File: config.mk
export PLATFORM = sky130hd
export DESIGN_NAME = lbpc_prep
export DESIGN_NICKNAME = d
export VERILOG_FILES = /design/src/design/lbpc_pkg.sv /design/src/design/lbpc_prep.sv
export SDC_FILE = /design/constraint.sdc
export NUM_CORES = 2
export LEC_CHECK = 0
export ABC_AREA = 1
export ABC_CLOCK_PERIOD_IN_PS = 11260
export BUFFER_PORTS_ARGS = -buffer_cell sky130_fd_sc_hd__buf_2
export CAP_MARGIN = 10
export CORE_ASPECT_RATIO = 2
export CORE_MARGIN = 2
export CORE_UTILIZATION = 40
export CTS_CLUSTER_DIAMETER = 200
export DETAILED_ROUTE_END_ITERATION = 8
export GPL_TIMING_DRIVEN = 0
export PLACE_DENSITY_LB_ADDON = 0.15
export RECOVER_POWER = 50
export SYNTH_ARGS = -nofsm -noshare
export SYNTH_HDL_FRONTEND = slang
export SYNTH_SLANG_ARGS = --single-unit
File: constraint.sdc
create_clock -name clock -period 11.26 [get_ports clock]
set_input_delay 1.126 -clock clock [delete_from_list [all_inputs] [get_ports clock]]
set_output_delay 1.126 -clock clock [all_outputs]
set_load 0.1 [all_outputs]
File: src/design/lbpc_pkg.sv
`timescale 1ns / 1ps
// ----------------------------------------------------------------------------
// lbpc_pkg
// Shared types and constants of the layer blend pixel combiner.
// ----------------------------------------------------------------------------
package lbpc_pkg;

   localparam int NUM_W    = 24;          // divider numerator width
   localparam int DEN_W    = 17;          // divider denominator width
   localparam int QUO_W    = 8;           // divider quotient width
   localparam int DIV_HALF = QUO_W / 2;   // quotient bits resolved per divider stage
   localparam int NUM_STG  = 9;           // pipeline register stages

   typedef enum logic [3:0] {
      MODE_NORMAL  = 4'd0,
      MODE_ADD     = 4'd1,
      MODE_SUB     = 4'd2,
      MODE_DIFF    = 4'd3,
      MODE_DARKEN  = 4'd4,
      MODE_LIGHTEN = 4'd5,
      MODE_MULT    = 4'd6,
      MODE_DIV     = 4'd7,
      MODE_SCREEN  = 4'd8,
      MODE_OVERLAY = 4'd9,
      MODE_HUE     = 4'd10,
      MODE_SAT     = 4'd11,
      MODE_VALUE   = 4'd12,
      MODE_COLOR   = 4'd13
   } mode_type;

   typedef logic [2:0][7:0] rgb_type;     // [0] red, [1] green, [2] blue

   typedef struct packed {
      logic [NUM_W-1:0] num;
      logic [DEN_W-1:0] den;
   } div_in_type;

   localparam div_in_type DIV_NOP = '{num: '0, den: 17'd1};

   // per-stage advance strobes
   typedef struct packed {
      logic p1;
      logic p2;
      logic d1a;
      logic d1b;
      logic p3;
      logic p4;
      logic d2a;
      logic d2b;
      logic p5;
   } adv_type;

   // sideband carried alongside the first divider round
   typedef struct packed {
      logic [3:0] mode;
      rgb_type    src;
      rgb_type    dst;
      logic [7:0] sa;
      logic [7:0] da;
      logic [7:0] na;
      rgb_type    simple;
      logic [7:0] smx;
      logic [7:0] dmx;
      logic [8:0] dsum;
      logic [2:0] rc_hi;
   } side1_type;

   // sideband carried alongside the second divider round
   typedef struct packed {
      logic [3:0] mode;
      rgb_type    dst;
      logic [7:0] da;
      logic [7:0] na;
      logic       sa_zero;
      rgb_type    simple;
      logic [2:0] hi;
      logic [2:0] sector;
      logic       flat;
      logic [7:0] flat_val;
   } side2_type;

endpackage

File: src/design/lbpc_prep.sv
`timescale 1ns / 1ps
// ----------------------------------------------------------------------------
// lbpc_prep
// Front stages: byte products, extremes, simple blend modes and the
// operands of the first divider round.
// ----------------------------------------------------------------------------
module lbpc_prep import lbpc_pkg::*; (
   input  logic              clock,
   input  adv_type           adv,
   input  logic [3:0]        mode,
   input  rgb_type           src,
   input  logic [7:0]        src_opacity,
   input  rgb_type           dst,
   input  logic [7:0]        dst_alpha,
   output side1_type         side,
   output div_in_type [3:0]  lane
);

   typedef struct packed {
      logic [3:0] mode;
      rgb_type    s;
      rgb_type    d;
      logic [7:0] sa;
      logic [7:0] da;
      logic [7:0] na;
      rgb_type    ms;
      rgb_type    md;
      rgb_type    scr;
      rgb_type    mc;
      logic [7:0] smx;
      logic [7:0] smn;
      logic [7:0] dmx;
      logic [7:0] dmn;
   } p1_type;

   p1_type            p1_ff, p1_in;
   side1_type         side_ff, side_in;
   div_in_type [3:0]  lane_ff, lane_in;

   logic [2:0][15:0]  scr_prod;
   logic [2:0][15:0]  mc_prod;
   logic [8:0]        na_sum;
   logic [8:0]        t9;
   logic [16:0]       ov;
   div_in_type [2:0]  rc_lane;

   // rounded byte product
   function automatic logic [7:0] mul8(input logic [7:0] a, input logic [7:0] b);
      logic [16:0] t;
      logic [17:0] u;
      t = 17'(a) * 17'(b) + 17'd128;
      u = 18'(t[16:8]) + 18'(t);
      return u[15:8];
   endfunction

   function automatic logic [7:0] max3(input logic [7:0] a, input logic [7:0] b,
                                       input logic [7:0] c);
      logic [7:0] m;
      m = (a > b) ? a : b;
      if (c > m) m = c;
      return m;
   endfunction

   function automatic logic [7:0] min3(input logic [7:0] a, input logic [7:0] b,
                                       input logic [7:0] c);
      logic [7:0] m;
      m = (a < b) ? a : b;
      if (c < m) m = c;
      return m;
   endfunction

   // hue in sixths of 255: numerator shifted non-negative, over 2*delta
   function automatic div_in_type hue_lane(input rgb_type c, input logic [7:0] mx,
                                           input logic [7:0] mn);
      div_in_type         r;
      logic [7:0]         dl;
      logic signed [11:0] n;
      logic signed [19:0] nn;
      logic [16:0]        dl510;
      dl    = mx - mn;
      dl510 = 17'(dl) * 17'd510;
      if (c[0] == mx)
         n = $signed({4'b0, c[1]}) - $signed({4'b0, c[2]});
      else if (c[1] == mx)
         n = $signed({3'b0, dl, 1'b0}) + $signed({4'b0, c[2]}) - $signed({4'b0, c[0]});
      else
         n = $signed({2'b0, dl, 2'b0}) + $signed({4'b0, c[0]}) - $signed({4'b0, c[1]});
      nn = 20'(n) * 20'sd85;
      if (nn < 0) nn = nn + $signed({3'b0, dl510});
      r.num = {7'b0, nn[16:0]};
      r.den = {8'b0, dl, 1'b0};
      if (mx == mn) r = DIV_NOP;
      return r;
   endfunction

   function automatic div_in_type hsv_sat_lane(input logic [7:0] mx, input logic [7:0] mn);
      div_in_type r;
      r.num = 24'(mx - mn) * 24'd255;
      r.den = 17'(mx);
      if (mx == mn) r = DIV_NOP;
      return r;
   endfunction

   function automatic div_in_type hls_sat_lane(input logic [7:0] mx, input logic [7:0] mn);
      div_in_type r;
      logic [8:0] sum;
      sum   = 9'(mx) + 9'(mn);
      r.num = 24'(mx - mn) * 24'd255;
      r.den = sum[8] ? 17'(9'd511 - sum) : 17'(sum);
      if (mx == mn) r = DIV_NOP;
      return r;
   endfunction

   // stage 1
   always_comb begin
      p1_in.mode = mode;
      p1_in.s    = src;
      p1_in.d    = dst;
      p1_in.sa   = src_opacity;
      p1_in.da   = dst_alpha;
      for (int c = 0; c < 3; c++) begin
         p1_in.ms[c]  = mul8(src_opacity, src[c]);
         p1_in.md[c]  = mul8(dst[c], 8'd255 - src_opacity);
         scr_prod[c]  = 16'(8'd255 - dst[c]) * 16'(8'd255 - src[c]);
         mc_prod[c]   = 16'(dst[c]) * 16'(src[c]);
         p1_in.scr[c] = 8'd255 - scr_prod[c][15:8];
         p1_in.mc[c]  = mc_prod[c][15:8];
      end
      na_sum = 9'(dst_alpha) + 9'(mul8(8'd255 - dst_alpha, src_opacity));
      if (src_opacity == 8'd255 || na_sum[8])
         p1_in.na = 8'd255;
      else
         p1_in.na = na_sum[7:0];
      p1_in.smx = max3(src[0], src[1], src[2]);
      p1_in.smn = min3(src[0], src[1], src[2]);
      p1_in.dmx = max3(dst[0], dst[1], dst[2]);
      p1_in.dmn = min3(dst[0], dst[1], dst[2]);
   end

   // stage 2
   always_comb begin
      t9 = '0;
      ov = '0;
      for (int c = 0; c < 3; c++) begin
         case (p1_ff.mode)
            MODE_ADD: begin
               t9 = 9'(p1_ff.d[c]) + 9'(p1_ff.ms[c]);
               side_in.simple[c] = t9[8] ? 8'd255 : t9[7:0];
            end
            MODE_SUB: begin
               side_in.simple[c] = (p1_ff.d[c] > p1_ff.ms[c]) ?
                                   p1_ff.d[c] - p1_ff.ms[c] : 8'd0;
            end
            MODE_DIFF: begin
               side_in.simple[c] = (p1_ff.d[c] > p1_ff.ms[c]) ?
                                   p1_ff.d[c] - p1_ff.ms[c] : p1_ff.ms[c] - p1_ff.d[c];
            end
            MODE_DARKEN: begin
               side_in.simple[c] = (p1_ff.s[c] < p1_ff.d[c]) ? p1_ff.s[c] : p1_ff.d[c];
            end
            MODE_LIGHTEN: begin
               side_in.simple[c] = (p1_ff.s[c] > p1_ff.d[c]) ? p1_ff.s[c] : p1_ff.d[c];
            end
            MODE_MULT: begin
               t9 = 9'(mul8(p1_ff.d[c], p1_ff.ms[c])) + 9'(p1_ff.md[c]);
               side_in.simple[c] = t9[8] ? 8'd255 : t9[7:0];
            end
            MODE_SCREEN: begin
               side_in.simple[c] = p1_ff.scr[c];
            end
            MODE_OVERLAY: begin
               ov = 17'(p1_ff.d[c]) * 17'(p1_ff.scr[c]) +
                    17'(8'd255 - p1_ff.d[c]) * 17'(p1_ff.mc[c]);
               side_in.simple[c] = ov[15:8];
            end
            default: begin
               side_in.simple[c] = p1_ff.d[c];
            end
         endcase
      end

      // source recolor for divide mode; quotient of 256 or more saturates
      for (int c = 0; c < 3; c++) begin
         side_in.rc_hi[c] = p1_ff.d[c] > p1_ff.s[c];
         rc_lane[c].num   = {8'b0, p1_ff.d[c], 8'b0};
         rc_lane[c].den   = 17'(p1_ff.s[c]) + 17'd1;
         if (side_in.rc_hi[c]) rc_lane[c] = DIV_NOP;
      end

      for (int k = 0; k < 4; k++) lane_in[k] = DIV_NOP;
      case (p1_ff.mode) inside
         MODE_DIV: begin
            for (int c = 0; c < 3; c++) lane_in[c] = rc_lane[c];
         end
         MODE_HUE, MODE_SAT, MODE_VALUE: begin
            lane_in[0] = hue_lane(p1_ff.s, p1_ff.smx, p1_ff.smn);
            lane_in[1] = hue_lane(p1_ff.d, p1_ff.dmx, p1_ff.dmn);
            lane_in[2] = hsv_sat_lane(p1_ff.smx, p1_ff.smn);
            lane_in[3] = hsv_sat_lane(p1_ff.dmx, p1_ff.dmn);
         end
         MODE_COLOR: begin
            lane_in[0] = hue_lane(p1_ff.s, p1_ff.smx, p1_ff.smn);
            lane_in[2] = hls_sat_lane(p1_ff.smx, p1_ff.smn);
         end
         default: begin
         end
      endcase

      side_in.mode = p1_ff.mode;
      side_in.src  = p1_ff.s;
      side_in.dst  = p1_ff.d;
      side_in.sa   = p1_ff.sa;
      side_in.da   = p1_ff.da;
      side_in.na   = p1_ff.na;
      side_in.smx  = p1_ff.smx;
      side_in.dmx  = p1_ff.dmx;
      side_in.dsum = 9'(p1_ff.dmx) + 9'(p1_ff.dmn);
   end

   always_ff @(posedge clock) begin
      if (adv.p1) begin
         p1_ff <= p1_in;
      end
      if (adv.p2) begin
         side_ff <= side_in;
         lane_ff <= lane_in;
      end
   end

   assign side = side_ff;
   assign lane = lane_ff;

endmodule

==> results.ini <==
[final_layout]
design_area_um2=99200
nets=14900
drive_gt1_frac=0.0457
final_util=0.435
fill_cells=23400
area_growth_pct=8.17

[clock_network]
hold_buffers=0
cts_sinks=437
htreeDepth=2
cts-root-buf=clkbuf_16
clkLatencyLatePin_ns=0.77
cts_tree=yes
numCtsBuffers=51
cts.path.max_buffers=3
path_clk_slew_ns=0.07

[timing]
fmax_ghz=0.0930
slew_viol_final=432
skew_ns=0.0733
min_period_ns=10.76
tightest_slew_ns=6.10
fin_hold_ws_ns=0.420
finalHoldViolCount=0
fin_setup_tns_ns=0
post-route-period-util=0.955
finalSetupViolCount=0
slew_headroom=-3.07
grt_setup_unrepaired=no

[global_routing]
antenna_found_initial=28
busiest_layer=met2
grt_use_met3=0.0373
use_met1=0.302
grt_max_degree=104
grt_pass1_vias=83800
grt_usage=0.305
overflow=0
use_met2=0.551
grt_pass1_wl_um=520000

[setup_path]
critPathSlowestCell=edfxtp_1
cpPeakStageDelay_ns=1.03
critPathMaxFanout=10
crit_top_cell=nand2_1
endpoint_kind=flop
arrival_ns=11.09
path_class=flop to flop
required_ns=11.59
start_kind=flop

[routing]
via_count=80000
wire_per_inst_um=23.2
wirelength_um=356000
routed_via_density=5.21
drc=0
drt_iter0_drc=4576
firstDrtPassIters=7
postRouteAntennaNets=0

[yosys]
post-synth-top-count-cell=inv_1
yosys.area.top_type=fa_1
synth_area_um2=91700
synth-seq-cells=437
synth.distinct_cells=61
ys_async_sr_fraction=0
synthTopCellsByArea=fa_1 (24%), ha_1 (19%), edfxtp_1 (14%), inv_1 (11%), nand2_1 (11%)
synth_edf_count=437
avgSynthCellArea_um2=7.72
synth_top_area_frac=0.236
synthFlopType=edfxtp_1
synth_warnings=0
syn-instance-count=11900
yosys-top-cells-count=inv_1 (2738), nand2_1 (2731), ha_1 (1426), fa_1 (1082), nor2_1 (791)
yosysSeqAreaShare=0.143

[die]
die_h_um=681
start_util=0.402
io_pins=370
num_rows=248
die-area_um2=233000
die_w_um=343
core_area_um2=228000

[placed_design]
place_area_um2=97500
place_hpwl_um=303000
globalplace.congestion=1.03
portBuffers=315

[status]
violations=capacitance limit, slew limit
status=complete, but fails checks

[job]
cap_violations=5

[hold_path]
hold_path.class=flop to flop

critical path: cells and delay by family (launching register included):
family | cells | cell delay, ns
buffers and inverters | 6 | 1.72
xor gates and xnor gates | 1 | 0.13
and+or+nand+nor | 18 | 2.66
DFF | 1 | 1.03
AOI/OAI and AO/OA | 6 | 1.68
adders and majority gates | 7 | 3.11
final cells by class:
cell class              count  area, µm²  share of cell area
clock inverters            37        495             0.00499
flip-flops and latches    437      13100               0.132
repair buffers            330       1680              0.0169
clock buffers              58       1320              0.0133
diodes                     11       27.5            0.000277
well taps                3000       3750              0.0378
plain buffers             390       1780              0.0179
multi-input cells        8311      66600               0.671
inverters                2782      10400               0.105
kinds of logic (layout without fill, tap and decap cells):
family                   after synthesis  count (layout)  share of synthesized area
AO/OA/AOI/OAI                       1140            1140                     0.0696
AND/OR/NAND/NOR                     4238            4238                      0.187
flip-flops                           437             437                      0.143
buffers and inverters               3172            3597                      0.133
XOR/XNOR                             378             378                     0.0365
other                                  1              58                  0.0000409
adder cells (fa/ha/maj)             2508            2508                      0.431
final timing paths:
| path | depth (start not counted) | slack (ns) | endpoint | start |
|---|---|---|---|---|
| worst max-delay path | 38 | 0.50 | side[38]$_DFFE_PP_ | p1_ff[164]$_DFFE_PP_ |
| worst min-delay path | 0 | 0.42 | side[75]$_DFFE_PP_ | p1_ff[151]$_DFFE_PP_ |
| worst max register to register | 38 | 0.50 | side[38]$_DFFE_PP_ | p1_ff[164]$_DFFE_PP_ |
| worst min register to register | 0 | 0.42 | side[75]$_DFFE_PP_ | p1_ff[151]$_DFFE_PP_ |
cells in the final DEF, fill, tap and decap left out, types with 52 or more instances in the layout:
cell type and count:
inv_1 2738, buf_4 69, xnor2_1 106, fa_1 1082
o21ai_0 306, nand4_1 96, ha_1 1426, nor3_1 76
o211ai_1 52, clkbuf_1 320, buf_2 284, clkbuf_16 52
nand3_1 443, xor2_1 262, a21oi_1 524, edfxtp_1 437
nand2_1 2731, nor2_1 788
flip-flops by register name (all words and copies together) (netlist names):
register / count
lane: 105
p1_ff: 204
side: 128
metrics by stage:
stage | std cells | setup slack, ns
finish | 15400 | 0.502
global route | 15300 | 0.0454
CTS | 15300 | 0.349
detailed placement | 15200 | -0.0107
global placement | 15200 | 0.0230
floorplan | 11900 | 3.09
metal layers:
layer,vias up,part of all wire
met5,-,0.00032
met4,18,0.11
met3,1103,0.051
met2,2745,0.50
met1,38700,0.33
li1,37400,-
timing repair:
| action | CTS | global route |
|---|---|---|
| resized for setup | 0 | 1 |
| endpoints found under the setup margin | 0 | 2 |
| setup buffers | 0 | 0 |
Power is left out: the tool's default activity adds up to more than one toggle a clock period on the data nets, which glitch-free logic cannot reach.
