`config.mk`:
```
export PLATFORM = sky130hd
export DESIGN_NAME = lbpc_div
export DESIGN_NICKNAME = d
export VERILOG_FILES = /design/src/design/lbpc_pkg.sv /design/src/design/lbpc_div.sv
export SDC_FILE = /design/constraint.sdc
export NUM_CORES = 1
export LEC_CHECK = 0
export ABC_CLOCK_PERIOD_IN_PS = 12300
export BUFFER_PORTS_ARGS = -buffer_cell sky130_fd_sc_hd__buf_2
export CAP_MARGIN = 15
export CORE_MARGIN = 5
export CORE_UTILIZATION = 33
export CTS_CLUSTER_DIAMETER = 200
export DETAILED_ROUTE_END_ITERATION = 10
export GPL_TIMING_DRIVEN = 0
export PLACE_DENSITY = 0.48
export SLEW_MARGIN = 30
export SYNTH_ARGS = -nofsm -noshare
export SYNTH_HDL_FRONTEND = slang
export SYNTH_SLANG_ARGS = --single-unit
```
`constraint.sdc`:
```
create_clock -name clock -period 12.3 [get_ports clock]
set_clock_uncertainty 0.1 [all_clocks]
set_input_delay 0.615 -clock clock [delete_from_list [all_inputs] [get_ports clock]]
set_output_delay 0.615 -clock clock [all_outputs]
set_load 0.01 [all_outputs]
```
`src/design/lbpc_pkg.sv`:
```
`timescale 1ns / 1ps
// ----------------------------------------------------------------------------
// lbpc_pkg
// Shared types and constants of the layer blend pixel combiner.
// ----------------------------------------------------------------------------
package lbpc_pkg;

   localparam int NUM_W    = 24;          // divider numerator width
   localparam int DEN_W    = 17;          // divider denominator width
   localparam int QUO_W    = 8;           // divider quotient width
   localparam int DIV_HALF = QUO_W / 2;   // quotient bits resolved per divider stage
   localparam int NUM_STG  = 9;           // pipeline register stages

   typedef enum logic [3:0] {
      MODE_NORMAL  = 4'd0,
      MODE_ADD     = 4'd1,
      MODE_SUB     = 4'd2,
      MODE_DIFF    = 4'd3,
      MODE_DARKEN  = 4'd4,
      MODE_LIGHTEN = 4'd5,
      MODE_MULT    = 4'd6,
      MODE_DIV     = 4'd7,
      MODE_SCREEN  = 4'd8,
      MODE_OVERLAY = 4'd9,
      MODE_HUE     = 4'd10,
      MODE_SAT     = 4'd11,
      MODE_VALUE   = 4'd12,
      MODE_COLOR   = 4'd13
   } mode_type;

   typedef logic [2:0][7:0] rgb_type;     // [0] red, [1] green, [2] blue

   typedef struct packed {
      logic [NUM_W-1:0] num;
      logic [DEN_W-1:0] den;
   } div_in_type;

   localparam div_in_type DIV_NOP = '{num: '0, den: 17'd1};

   // per-stage advance strobes
   typedef struct packed {
      logic p1;
      logic p2;
      logic d1a;
      logic d1b;
      logic p3;
      logic p4;
      logic d2a;
      logic d2b;
      logic p5;
   } adv_type;

   // sideband carried alongside the first divider round
   typedef struct packed {
      logic [3:0] mode;
      rgb_type    src;
      rgb_type    dst;
      logic [7:0] sa;
      logic [7:0] da;
      logic [7:0] na;
      rgb_type    simple;
      logic [7:0] smx;
      logic [7:0] dmx;
      logic [8:0] dsum;
      logic [2:0] rc_hi;
   } side1_type;

   // sideband carried alongside the second divider round
   typedef struct packed {
      logic [3:0] mode;
      rgb_type    dst;
      logic [7:0] da;
      logic [7:0] na;
      logic       sa_zero;
      rgb_type    simple;
      logic [2:0] hi;
      logic [2:0] sector;
      logic       flat;
      logic [7:0] flat_val;
   } side2_type;

endpackage

```
`src/design/lbpc_div.sv`:
```
`timescale 1ns / 1ps
// ----------------------------------------------------------------------------
// lbpc_div
// Two-stage restoring divider, half the quotient bits per stage.
// Caller guarantees num < den * 2**QUO_W and den != 0.
// ----------------------------------------------------------------------------
module lbpc_div import lbpc_pkg::*; (
   input  logic             clock,
   input  logic             adv_a,
   input  logic             adv_b,
   input  div_in_type       din,
   output logic [QUO_W-1:0] quo
);

   logic [NUM_W-1:0]    rem_a;
   logic [NUM_W-1:0]    rem_ff;
   logic [NUM_W-1:0]    rem_b;
   logic [DEN_W-1:0]    den_ff;
   logic [QUO_W-1:0]    qa_in;
   logic [QUO_W-1:0]    qa_ff;
   logic [QUO_W-1:0]    quo_in;
   logic [QUO_W-1:0]    quo_ff;
   logic [NUM_W:0]      trial_a;
   logic [NUM_W:0]      trial_b;

   always_comb begin
      rem_a = din.num;
      qa_in = '0;
      for (int k = QUO_W - 1; k >= DIV_HALF; k--) begin
         trial_a = (NUM_W + 1)'(din.den) << k;
         if ({1'b0, rem_a} >= trial_a) begin
            rem_a    = rem_a - trial_a[NUM_W-1:0];
            qa_in[k] = 1'b1;
         end
      end
   end

   always_comb begin
      rem_b  = rem_ff;
      quo_in = qa_ff;
      for (int k = DIV_HALF - 1; k >= 0; k--) begin
         trial_b = (NUM_W + 1)'(den_ff) << k;
         if ({1'b0, rem_b} >= trial_b) begin
            rem_b     = rem_b - trial_b[NUM_W-1:0];
            quo_in[k] = 1'b1;
         end
      end
   end

   always_ff @(posedge clock) begin
      if (adv_a) begin
         rem_ff <= rem_a;
         den_ff <= din.den;
         qa_ff  <= qa_in;
      end
      if (adv_b) begin
         quo_ff <= quo_in;
      end
   end

   assign quo = quo_ff;

endmodule

```
==> results of run 1 <==
-- cell type report --
class | instances | area (sq um) | area share, %
plain buffers | 17 | 97.59 | 0.9184
clock inverters | 2 | 38.79 | 0.3650
repair buffers | 59 | 312.8 | 2.944
inverters | 82 | 311.5 | 2.932
multi-input cells | 1041 | 7665 | 72.13
well taps | 384 | 480.5 | 4.521
clock buffers | 6 | 128.9 | 1.213
flip-flops and latches | 53 | 1592 | 14.98
-- metal layers --
layer	global-route usage [%]	vias up	share of wire, %
met4	3.779	0	2.0
met1	19.89	3987	46
li1	-	4552	-
met2	30.71	99	50
met3	1.031	28	1.8
met5	0	-	0
-- through the flow --
stage	instance area (sq um)	TNS [ns]	hold WS, ns	cells	setup slack (ns)
floorplan	9535	0	0.3003	1194	1.807
global placement	10270	-27.11	0.3106	1629	-1.408
detailed placement	10270	-26.43	0.3134	1629	-1.367
CTS	10500	0	0.3306	1640	0.01688
global route	10630	0	0.3371	1644	0.03208
finish	10630	0	0.3282	1644	0.8302
-- sequential cells by signal, indices dropped and copies added, names as in the netlist --
signal	cells
rem_ff	24
den_ff	17
quo	8
qa_ff	4
-- logic make-up after synthesis --
kind of cell | after synthesis
XOR/XNOR | 103
AO/OA/AOI/OAI | 373
AND/OR/NAND/NOR | 373
flip-flops | 53
adder cells (fa/ha/maj) | 143
multiplexers | 49
buffers and inverters | 100
-- layout by cell type (no fill, tap or decap), types with 6 or more instances in the layout --
cell	count
edfxtp_1	53
buf_4	8
buf_2	58
ha_1	136
mux2_2	31
nor3_1	25
o21ai_1	9
xor2_1	29
fa_1	7
inv_1	77
and2_1	7
nand2_1	94
or3_1	9
a21o_1	48
o21bai_1	15
xnor2_1	74
nor2b_1	18
o21a_1	18
a21oi_1	111
a31oi_1	12
nand2b_1	17
nand3_1	18
o31a_1	6
nor4_1	7
mux2i_1	8
nor2_1	115
and3_1	6
o21ai_0	73
o31ai_1	6
o211a_1	6
nand4_1	24
a211oi_1	9
-- worst register-to-register path, delay by kind of cell (launching register included) --
kind,cells,cell delay (ns)
flip-flops,1,0.36
buffers and inverters,8,1.67
AND/OR/NAND/NOR,13,2.17
adder cells (fa/ha/maj),4,1.24
AO/OA/AOI/OAI,26,5.65
-- what timing repair did --
item | in CTS | in global routing
pin swaps | 2 | 2
buffers inserted | 3 | 4
gates resized for setup | 16 | 30
endpoints found under the setup margin | 22 | 22
-- worst max path at each step --
| stage | endpoint | slack (ns) | cells after the start |
|---|---|---|---|
| final | quo[0]$_SDFFCE_PP1P_ | 0.83 | 51 |
| after global routing | quo[0]$_SDFFCE_PP1P_ | 0.03 | 51 |
| after CTS | quo[0]$_SDFFCE_PP1P_ | 0.02 | 50 |
| after detailed placement | rem_ff[23]$_DFFE_PP_ | -1.37 | 50 |
| after global placement | rem_ff[20]$_DFFE_PP_ | -1.41 | 47 |
| after floorplan | quo[0]$_SDFFCE_PP1P_ | 1.81 | 51 |
==> metrics.md, run 1 <==
| Metric | Value |
|---|---|
| Max-Cap Viols | 0 |
| Antenna diodes | 0 |
| Gr usage total | 16.16% |
| YS warnings | 0 |
| CTS tree | built |
| Vias in the first global route | 8,783 |
| Critical path data required time | 12.24 ns |
| Final period util | 93.25% |
| RSZ-0062 raised after global routing | no |
| Row count | 62 |
| Residual DRC count | 0 |
| Proportion of layout cells with a drive suffix above 1 | 12.86% |
| Slew HR | 36.75% |
| Fillers | 3,033 |
| Post-layout nets | 1,446 |
| Worst path buffer plus inverter count | 8 |
| Layout area overhead | 11.44% |
| DRT antenna net count | 0 |
| Mapped Cells | 1,194 |
| I/O pin cnt | 52 |
| Final wirelength | 26.59 mm |
| Main combinational cell family by area after synthesis | compound AO/OA/AOI/OAI gates |
| Final core utilization | 37.12% |
| Die Ht | 180.0 microns |
| Mapped Area | 9535 sq um |
| GPL Wtd Cong | 0.8724 |
| Vias per cell | 5.271 |
| Hold Path Class | reg -> reg |
| Most frequent cell after synthesis | ha_1 |
| Critical path type | reg -> reg |
| First-pass GRT wire length | 43.72 mm |
| Synth Area in Adders | 19.32% |
| Endpoint class of the critical path | flip-flop |
| Pin count of the biggest net entering global routing | 46 |
| FF-to-FF Start | den_ff[3]$_DFFE_PP_ |
| Cell taking the most area after synthesis | ha_1 |
| Clock buffer depth | 2 |
| Mux cell area share after synthesis | 5.865% |
| WHS Endpoint | quo[6]$_DFFE_PP_ |
| Initial antenna violation count | 0 |
| Most used DFF post-synth | edfxtp_1 |
| Final Max Slew Viols | 0 |
| R2r worst-path depth | 51 |
| Run status | finished clean |
| Cts hold-fix bufs | 0 |
| Post-synthesis cell type count | 78 |
| DRT iter0 DRCs | 269 |
| Avg Inst Size Synth | 7.986 sq um |
| Die X | 180.0 microns |
| Final hold vios | 0 |
| Clk_lat worst skew | 0.29 ns |
| Simple-Gate Fraction of Synth Area | 18.78% |
| Setup crit start | den_ff[3]$_DFFE_PP_ |
| Vias | 8,666 |
| Final number of setup-violating endpoints | 0 |
| Post-synth EDFFs | 53 |
| XOR/XNOR Fraction of Synth Area | 9.461% |
| Highest clock rate | 87.19 MHz |
| Flops & latches, synth | 53 |
| DP Wirelength | 23.06 mm |
| Root Driver | clkbuf_16 |
| R2R Setup Slk | 0.83 ns |
| Reg clk slew, reported paths | 0.07 ns |
| CP max FO | 10 |
| Synth Net Count | 1,381 |
| Crit path top cell by count | a21o_1 |
| Top cells by count, synth | ha_1, nor2_1, a21oi_1, nand2_1, inv_1 |
| Port bufs | 51 |
| CP top delay family | compound AO/OA/AOI/OAI gates |
| Seq/Total Area, Yosys | 16.69% |
| Initial core utilization | 33.31% |
| TritonCTS Buffers | 5 |
| Arr. time, crit path | 11.41 ns |
| CTS sink count | 53 |
| Compound-Gate Fraction of Synth Area | 25.77% |
| Hold-critical path depth | 0 |
| Slowest cell on crit path | or4b_1 |
| Reg2reg end | quo[0]$_SDFFCE_PP1P_ |
| Area share of the largest cell type after synthesis | 17.85% |
| Congestion Overflow GR | 0 |
| Synth area leaders | ha_1, edfxtp_1, xnor2_1 |
| Core area | 28,630 sq um |
| Slowest Stage Delay on Critical Path | 0.50 ns |
| Least-Margin Pin Slew | 0.9487 ns |
| First-pass iteration count of the detailed router | 6 |
| Die area | 32,390 sq um |
| Min-delay src | qa_ff[6]$_DFFE_PP_ |
| Post-synth ARST share | 0% |
| Min Tclk post-route | 11.47 ns |
| H-tree depth | 2 |
| Setup crit start kind | flip-flop |
| Routed len/inst | 16.17 microns |
Power of run 1 is left out: the tool's default activity adds up to more than one toggle a clock period on the data nets, which glitch-free logic cannot reach.
==> run 2: changes to the inputs <==
--- a/config.mk
+++ b/config.mk
@@ -8,12 +8,14 @@
 export ABC_CLOCK_PERIOD_IN_PS = 12300
 export BUFFER_PORTS_ARGS = -buffer_cell sky130_fd_sc_hd__buf_2
 export CAP_MARGIN = 15
+export CELL_PAD_IN_SITES_DETAIL_PLACEMENT = 0
+export CELL_PAD_IN_SITES_GLOBAL_PLACEMENT = 1
 export CORE_MARGIN = 5
 export CORE_UTILIZATION = 33
 export CTS_CLUSTER_DIAMETER = 200
 export DETAILED_ROUTE_END_ITERATION = 10
 export GPL_TIMING_DRIVEN = 0
-export PLACE_DENSITY = 0.48
+export PLACE_DENSITY = 0.6
 export SLEW_MARGIN = 30
 export SYNTH_ARGS = -nofsm -noshare
 export SYNTH_HDL_FRONTEND = slang
==> run 2 against run 1 <==
  * First-iteration DRC count increased by 4.5%
  * Worst hold slack got worse by 0.0022 ns
  * Count of clock-buffer cells in the layout decreased by 1
  * Setup slack improved by 0.24 ns
  * Critical path depth decreased by 1
  * Sequential cell count unchanged
  * Via count decreased by 0.13%
  * Global-route usage increased by 0.48 points
  * Design area about the same
  * Register-to-register slack improved by 0.24 ns
  * Wire length increased by 1.6%
  * Sequential share of layout area about the same
==> metrics.md, run 2 (synthesized netlist as in run 1, its figures left out) <==
| Metric | Value |
|---|---|
| DRT antenna net count | 0 (unchanged) |
| DRT iter0 DRCs | 281 (+4.5%) |
| Antenna diodes | 0 (unchanged) |
| CTS tree | built |
| Final hold vios | 0 (unchanged) |
| Clk_lat worst skew | 0.31 ns (+0.02 ns) |
| Post-layout nets | 1,443 (-0.21%) |
| Critical path type | reg -> reg |
| Most frequent cells in the layout | ha_1, nor2_1, a21oi_1 |
| Reg area | 1592 sq um (unchanged) |
| Final number of setup-violating endpoints | 0 (unchanged) |
| Initial core utilization | 33.31% (unchanged) |
| Final Max Slew Viols | 0 (unchanged) |
| GPL Wtd Cong | 0.8455 (-3.1%) |
| Initial antenna violation count | 0 (unchanged) |
| Max-Cap Viols | 0 (unchanged) |
| Die X | 180.0 microns (unchanged) |
| Min Tclk post-route | 11.23 ns (-0.2368 ns) |
| Hold Path Class | reg -> reg |
| Critical path data required time | 12.25 ns (about the same) |
| Port bufs | 51 (unchanged) |
| R2r worst-path depth | 50 (-2.0%) |
| CP max FO | 19 (+9) |
| Routed len/inst | 16.46 microns (+1.8%) |
| Cell Area, Placed | 10,270 sq um (unchanged) |
| Die area | 32,390 sq um (unchanged) |
| Max FFs per register | 24 (unchanged) |
| Area of the multi-input gates | 7654 sq um (-0.15%) |
| Final wirelength | 27.01 mm (+1.6%) |
| Vias in the first global route | 8,839 (+0.64%) |
| Residual DRC count | 0 (unchanged) |
| FF-to-FF Start | den_ff[3]$_DFFE_PP_ |
| R2R Setup Slk | 1.07 ns (+0.24 ns) |
| DP Wirelength | 23.81 mm (+3.3%) |
| Arr. time, crit path | 11.18 ns (-0.23 ns) |
| Die Ht | 180.0 microns (unchanged) |
| Setup crit start kind | flip-flop |
| Clock buffer depth | 2 (unchanged) |
| Core area | 28,630 sq um (unchanged) |
| Crit path top cell by count | a21o_1 |
| Vias per cell | 5.274 (about the same) |
| Final std cells w/o fill | 1,641 (-0.18%) |
| H-tree depth | 2 (unchanged) |
| DP Worst Slack | -1.482 ns (-0.1146 ns) |
| First-pass iteration count of the detailed router | 5 (-1) |
| Congestion Overflow GR | 0 (unchanged) |
| Final period util | 91.33% (-1.9 points) |
| Slowest Stage Delay on Critical Path | 0.49 ns (about the same) |
| Slowest cell on crit path | or4b_1 |
| Least-Margin Pin Slew | 0.6530 ns (-0.2957 ns) |
| Hold-critical path depth | 0 (unchanged) |
| Fillers | 3,063 (+0.99%) |
| Min-delay src | qa_ff[6]$_DFFE_PP_ |
| Row count | 62 (unchanged) |
| Cts hold-fix bufs | 0 (unchanged) |
| Gr usage total | 16.64% (+0.48 points) |
| Layout area overhead | 11.38% (about the same) |
| First-pass GRT wire length | 44.80 mm (+2.5%) |
| Number of instances in the placed design | 1,629 (unchanged) |
| Proportion of layout cells with a drive suffix above 1 | 12.73% (-0.13 points) |
| Setup ws final | 1.067 ns (+0.2368 ns) |
| Run status | finished clean |
| WHS Endpoint | quo[6]$_DFFE_PP_ |
| Reg clk slew, reported paths | 0.08 ns (about the same) |
| TritonCTS Buffers | 5 (unchanged) |
| Biggest register | rem_ff |
| Reg2reg end | quo[0]$_SDFFCE_PP1P_ |
| CTS sink count | 53 (unchanged) |
| Slew HR | 56.01% (+19 points) |
| Pin count of the biggest net entering global routing | 46 (unchanged) |
| Vias | 8,655 (-0.13%) |
| RSZ-0062 raised after global routing | no |
| Root Driver | clkbuf_16 |
| I/O pin cnt | 52 (unchanged) |
| Post-Route Setup TNS | 0 ns (unchanged) |
| Final instance area | 10,620 sq um (about the same) |
| Endpoint class of the critical path | flip-flop |
| Highest clock rate | 89.02 MHz (+2.1%) |
| Most common cell after layout, fill and taps aside | ha_1 |
-- run 2: changes by cell type in the layout (fill, tap and decap cells not counted), sizes merged --
cell      delta
bufinv       -1
clkinvlp     -1
clkbuf       -3
clkinv       +3
buf          -1
-- run 2: worst max path at each step --
| stage | start | to | cells past startpoint |
|---|---|---|---|
| after global placement | din[17] | rem_ff[20]$_DFFE_PP_ | 47 |
| final | den_ff[3]$_DFFE_PP_ | quo[0]$_SDFFCE_PP1P_ | 50 |
| after floorplan | den_ff[1]$_DFFE_PP_ | quo[0]$_SDFFCE_PP1P_ | 51 |
| after detailed placement | din[17] | rem_ff[17]$_DFFE_PP_ | 47 |
| after global routing | den_ff[3]$_DFFE_PP_ | quo[0]$_SDFFCE_PP1P_ | 50 |
| after CTS | den_ff[1]$_DFFE_PP_ | quo[0]$_SDFFCE_PP1P_ | 51 |
-- run 2: repair_timing --
item | CTS | global route
gates resized for setup | 19 | 25
setup buffers | 3 | 4
endpoints found under the setup margin | 22 | 22
pin swaps | 2 | 4
-- run 2: critical path: cells and delay by family, from the launching register on --
| family | cells | cell delay, ns |
|---|---|---|
| AO/OA/AOI/OAI | 26 | 5.61 |
| adder cells (fa/ha/maj) | 4 | 1.18 |
| flip-flops | 1 | 0.37 |
| AND/OR/NAND/NOR | 13 | 2.18 |
| buffers and inverters | 7 | 1.50 |
-- run 2: through the flow --
stage	util [%]	hold WS [ns]
6_report	37.10	0.3261
5_1_grt	37.10	0.3448
4_1_cts	36.73	0.3266
2_1_floorplan	-	0.3003
3_3_place_gp	35.88	0.3046
3_5_place_dp	35.88	0.3072
-- run 2: final cells by class --
| cell class | count | share of cell area [%] |
|---|---|---|
| plain buffers | 14 | 0.7893 |
| clock buffers | 5 | 1.178 |
| clock inverters | 3 | 0.3181 |
| inverters | 82 | 2.934 |
| multi-input cells | 1041 | 72.07 |
| flip-flops and latches | 53 | 14.99 |
| well taps | 384 | 4.524 |
| repair buffers | 59 | 3.205 |
-- run 2: per-layer routing --
| metal | GRT usage [%] | part of all wire (%) | vias up |
|---|---|---|---|
| li1 | - | - | 4557 |
| met1 | 20.32 | 46 | 3966 |
| met2 | 30.56 | 50 | 100 |
| met3 | 1.071 | 1.4 | 32 |
| met4 | 6.370 | 3.1 | 0 |
| met5 | 0 | 0 | - |
Power of run 2 is left out for the same reason.
==> run 3: changes to the inputs <==
--- a/config.mk
+++ b/config.mk
@@ -5,7 +5,8 @@
 export SDC_FILE = /design/constraint.sdc
 export NUM_CORES = 1
 export LEC_CHECK = 0
-export ABC_CLOCK_PERIOD_IN_PS = 12300
+export ABC_AREA = 1
+export ABC_CLOCK_PERIOD_IN_PS = 14250
 export BUFFER_PORTS_ARGS = -buffer_cell sky130_fd_sc_hd__buf_2
 export CAP_MARGIN = 15
 export CELL_PAD_IN_SITES_DETAIL_PLACEMENT = 0
@@ -15,7 +16,8 @@
 export CTS_CLUSTER_DIAMETER = 200
 export DETAILED_ROUTE_END_ITERATION = 10
 export GPL_TIMING_DRIVEN = 0
-export PLACE_DENSITY = 0.6
+export PLACE_DENSITY = 0.63
+export SKIP_CTS_REPAIR_TIMING = 1
 export SLEW_MARGIN = 30
 export SYNTH_ARGS = -nofsm -noshare
 export SYNTH_HDL_FRONTEND = slang
==> constraint.sdc (replaced) <==
create_clock -name clock -period 14.25 [get_ports clock]
set_clock_uncertainty 0.1 [all_clocks]
set_input_delay 0.7125 -clock clock [delete_from_list [all_inputs] [get_ports clock]]
set_output_delay 0.7125 -clock clock [all_outputs]
set_load 0.01 [all_outputs]
==> run 3 against run 2 <==
  * Largest cell class unchanged
  * Wire length is 21% higher
  * Register-to-register slack gained 3.1 ns
  * Die area grew 5.9%
  * Critical path depth increased by 5
==> metrics.md, run 3 <==
| Metric | Value |
|---|---|
| Critical path data required time | 14.21 ns (+1.96 ns) |
| Final wirelength | 32.72 mm (+21%) |
| Critical path type | in -> reg |
| Setup crit start | din[1] |
| CTS tree | built |
| Compound-Gate Fraction of Synth Area | 16.86% (-8.9 points) |
| Final period util | 78.58% |
| H-tree depth | 2 (unchanged) |
| DRT iter0 DRCs | 412 (+47%) |
| Row count | 64 (+3.2%) |
| CTS sink count | 53 (unchanged) |
| Most common cell after layout, fill and taps aside | nand2_1 |
| DP Wirelength | 28.64 mm (+20%) |
| First-pass iteration count of the detailed router | 5 (unchanged) |
| Post-synthesis cell type count | 49 (-37%) |
| RSZ-0062 raised after global routing | no |
| Run status | finished clean |
| Endpoint class of the critical path | flip-flop |
| FF-to-FF Start | den_ff[9]$_DFFE_PP_ |
| Synth Net Count | 1,762 (+28%) |
| Layout area overhead | 9.092% |
| Min-delay src | qa_ff[7]$_DFFE_PP_ |
| Root Driver | clkbuf_16 |
| Pin count of the biggest net entering global routing | 46 (unchanged) |
| Vias in the first global route | 10,020 (+13%) |
| Biggest register | rem_ff |
| Die Ht | 185.2 microns (+2.9%) |
| Die X | 185.2 microns (+2.9%) |
| First-pass GRT wire length | 53.21 mm (+19%) |
| Clock buffer depth | 2 (unchanged) |
| Most used DFF post-synth | edfxtp_1 |
| Reg clk slew, reported paths | 0.08 ns (about the same) |
| Top cells by count, synth | nand2_1, inv_1, ha_1, a21oi_1, o21ai_0 |
| Slew HR | 46.10% (-9.9 points) |
| Max-Cap Viols | 0 (unchanged) |
| Cell taking the most area after synthesis | ha_1 |
| Post-layout nets | 1,820 (+26%) |
| Initial antenna violation count | 0 (unchanged) |
| Final number of setup-violating endpoints | 0 (unchanged) |
| Clk_lat worst skew | 0.31 ns (about the same) |
| Vias | 9,936 (+15%) |
| Mapped Area | 10,130 sq um (+6.2%) |
| Max FFs per register | 24 (unchanged) |
| Slowest Stage Delay on Critical Path | 0.45 ns (-0.04 ns) |
| Least-Margin Pin Slew | 0.8011 ns (+0.1482 ns) |
| Hold Path Class | reg -> reg |
| Mux cell area share after synthesis | 0.1112% (-5.8 points) |
| CP max FO | 10 (-9) |
| Residual DRC count | 0 (unchanged) |
| Routed len/inst | 16.12 microns (-2.1%) |
| I/O pin cnt | 52 (unchanged) |
| Antenna diodes | 0 (unchanged) |
| Min Tclk post-route | 11.20 ns |
| Arr. time, crit path | 11.16 ns (-0.02 ns) |
| Synth area leaders | ha_1, nand2_1, edfxtp_1 |
| Flops & latches, synth | 53 (unchanged) |
| Port bufs | 51 (unchanged) |
| Initial core utilization | 33.29% (about the same) |
| Setup crit start kind | input port |
| Die area | 34,300 sq um (+5.9%) |
| Highest clock rate | 89.30 MHz |
| Final Max Slew Viols | 0 (unchanged) |
| DRT antenna net count | 0 (unchanged) |
| GPL Wtd Cong | 0.8618 (+1.9%) |
| Vias per cell | 4.895 (-7.2%) |
| TritonCTS Buffers | 5 (unchanged) |
| Avg Inst Size Synth | 6.431 sq um (-19%) |
| Post-Route Setup TNS | 0 ns (unchanged) |
| Crit path top cell by count | nand2_1 |
| XOR/XNOR Fraction of Synth Area | 8.042% (-1.4 points) |
| Slowest cell on crit path | a31oi_1 |
| Final hold vios | 0 (unchanged) |
| Mapped Cells | 1,575 (+32%) |
| Area share of the largest cell type after synthesis | 16.80% (-1.0 points) |
| Gr usage total | 19.58% (+2.9 points) |
| Most frequent cell after synthesis | nand2_1 |
| Proportion of layout cells with a drive suffix above 1 | 8.262% (-4.5 points) |
| Simple-Gate Fraction of Synth Area | 31.72% (+13 points) |
| Synth Area in Adders | 18.18% (-1.1 points) |
| Most frequent cells in the layout | nand2_1, inv_1, ha_1 |
| Main combinational cell family by area after synthesis | simple AND/OR/NAND/NOR gates |
| Seq/Total Area, Yosys | 15.71% (-0.98 points) |
| Post-synth EDFFs | 53 (unchanged) |
| Congestion Overflow GR | 0 (unchanged) |
| YS warnings | 0 (unchanged) |
| Core area | 30,430 sq um (+6.3%) |
| Post-synth ARST share | 0% (unchanged) |
[run 3: cell types whose count changed in the layout (fill, tap and decap cells not counted), sizes merged, moves of 15 or more]
cell / delta
a21o: -39
a21oi: +19
inv: +136
mux2: -39
nand2: +373
nand2b: -17
nand3: +74
nor2b: -19
nor3: -18
o21a: -15
o21ai: +47
xnor2: -27
xor2: +17
[run 3: critical path: cells and delay by family]
family	cells	cell delay [ns]
AOI/OAI and AO/OA	20	4.23
adders and majority gates	4	1.41
buffers and inverters	9	2.11
and+or+nand+nor	22	2.66
[run 3: cell type report]
type	count	area, sq um
Tap cell	396	495.5
Fill cell	3450	19380
Sequential cell	53	1592
Clock inverter	2	38.79
Buffer	22	133.9
Inverter	217	814.5
Timing Repair Buffer	51	257.7
Multi-Input combinational cell	1283	7589
Clock buffer	6	128.9
[run 3: stage by stage]
step,hold slack (ns),utilization (%),setup WS (ns),instances,area [sq um]
6_report,0.3241,36.31,3.052,2030,11050
3_5_place_dp,0.3063,35.75,2.699,2022,10880
4_1_cts,0.3260,36.30,3.006,2030,11050
3_3_place_gp,0.3043,35.75,2.735,2022,10880
5_1_grt,0.3311,36.31,1.825,2030,11050
2_1_floorplan,0.3003,-,5.577,1575,10130
[run 3: routing by layer]
metal	wire length [microns]	part of all wire, %	GRT usage [%]	vias to the layer above
met5	0	0	0	-
met1	15600	48	25.53	4457
met4	438	1.3	3.083	0
li1	-	-	-	5372
met2	16110	49	35.98	88
met3	571	1.7	1.532	19
[run 3: worst paths after layout]
check                                             to  slack [ns]  cells after the start
worst max-delay path            rem_ff[19]$_DFFE_PP_        3.05                     55
worst min-delay path                quo[7]$_DFFE_PP_        0.32                      0
worst max register to register  quo[0]$_SDFFCE_PP1P_        4.16                     60
worst min register to register      quo[7]$_DFFE_PP_        0.32                      0
[run 3: logic make-up (layout without fill, tap and decap cells)]
kind of cell | count (synthesis) | after routing
muxes | 1 | 1
DFF | 53 | 53
and+or+nand+nor | 733 | 733
xor gates and xnor gates | 93 | 93
adders and majority gates | 143 | 143
AOI/OAI and AO/OA | 313 | 313
buffers and inverters | 239 | 298
Power of run 3 is left out for the same reason.
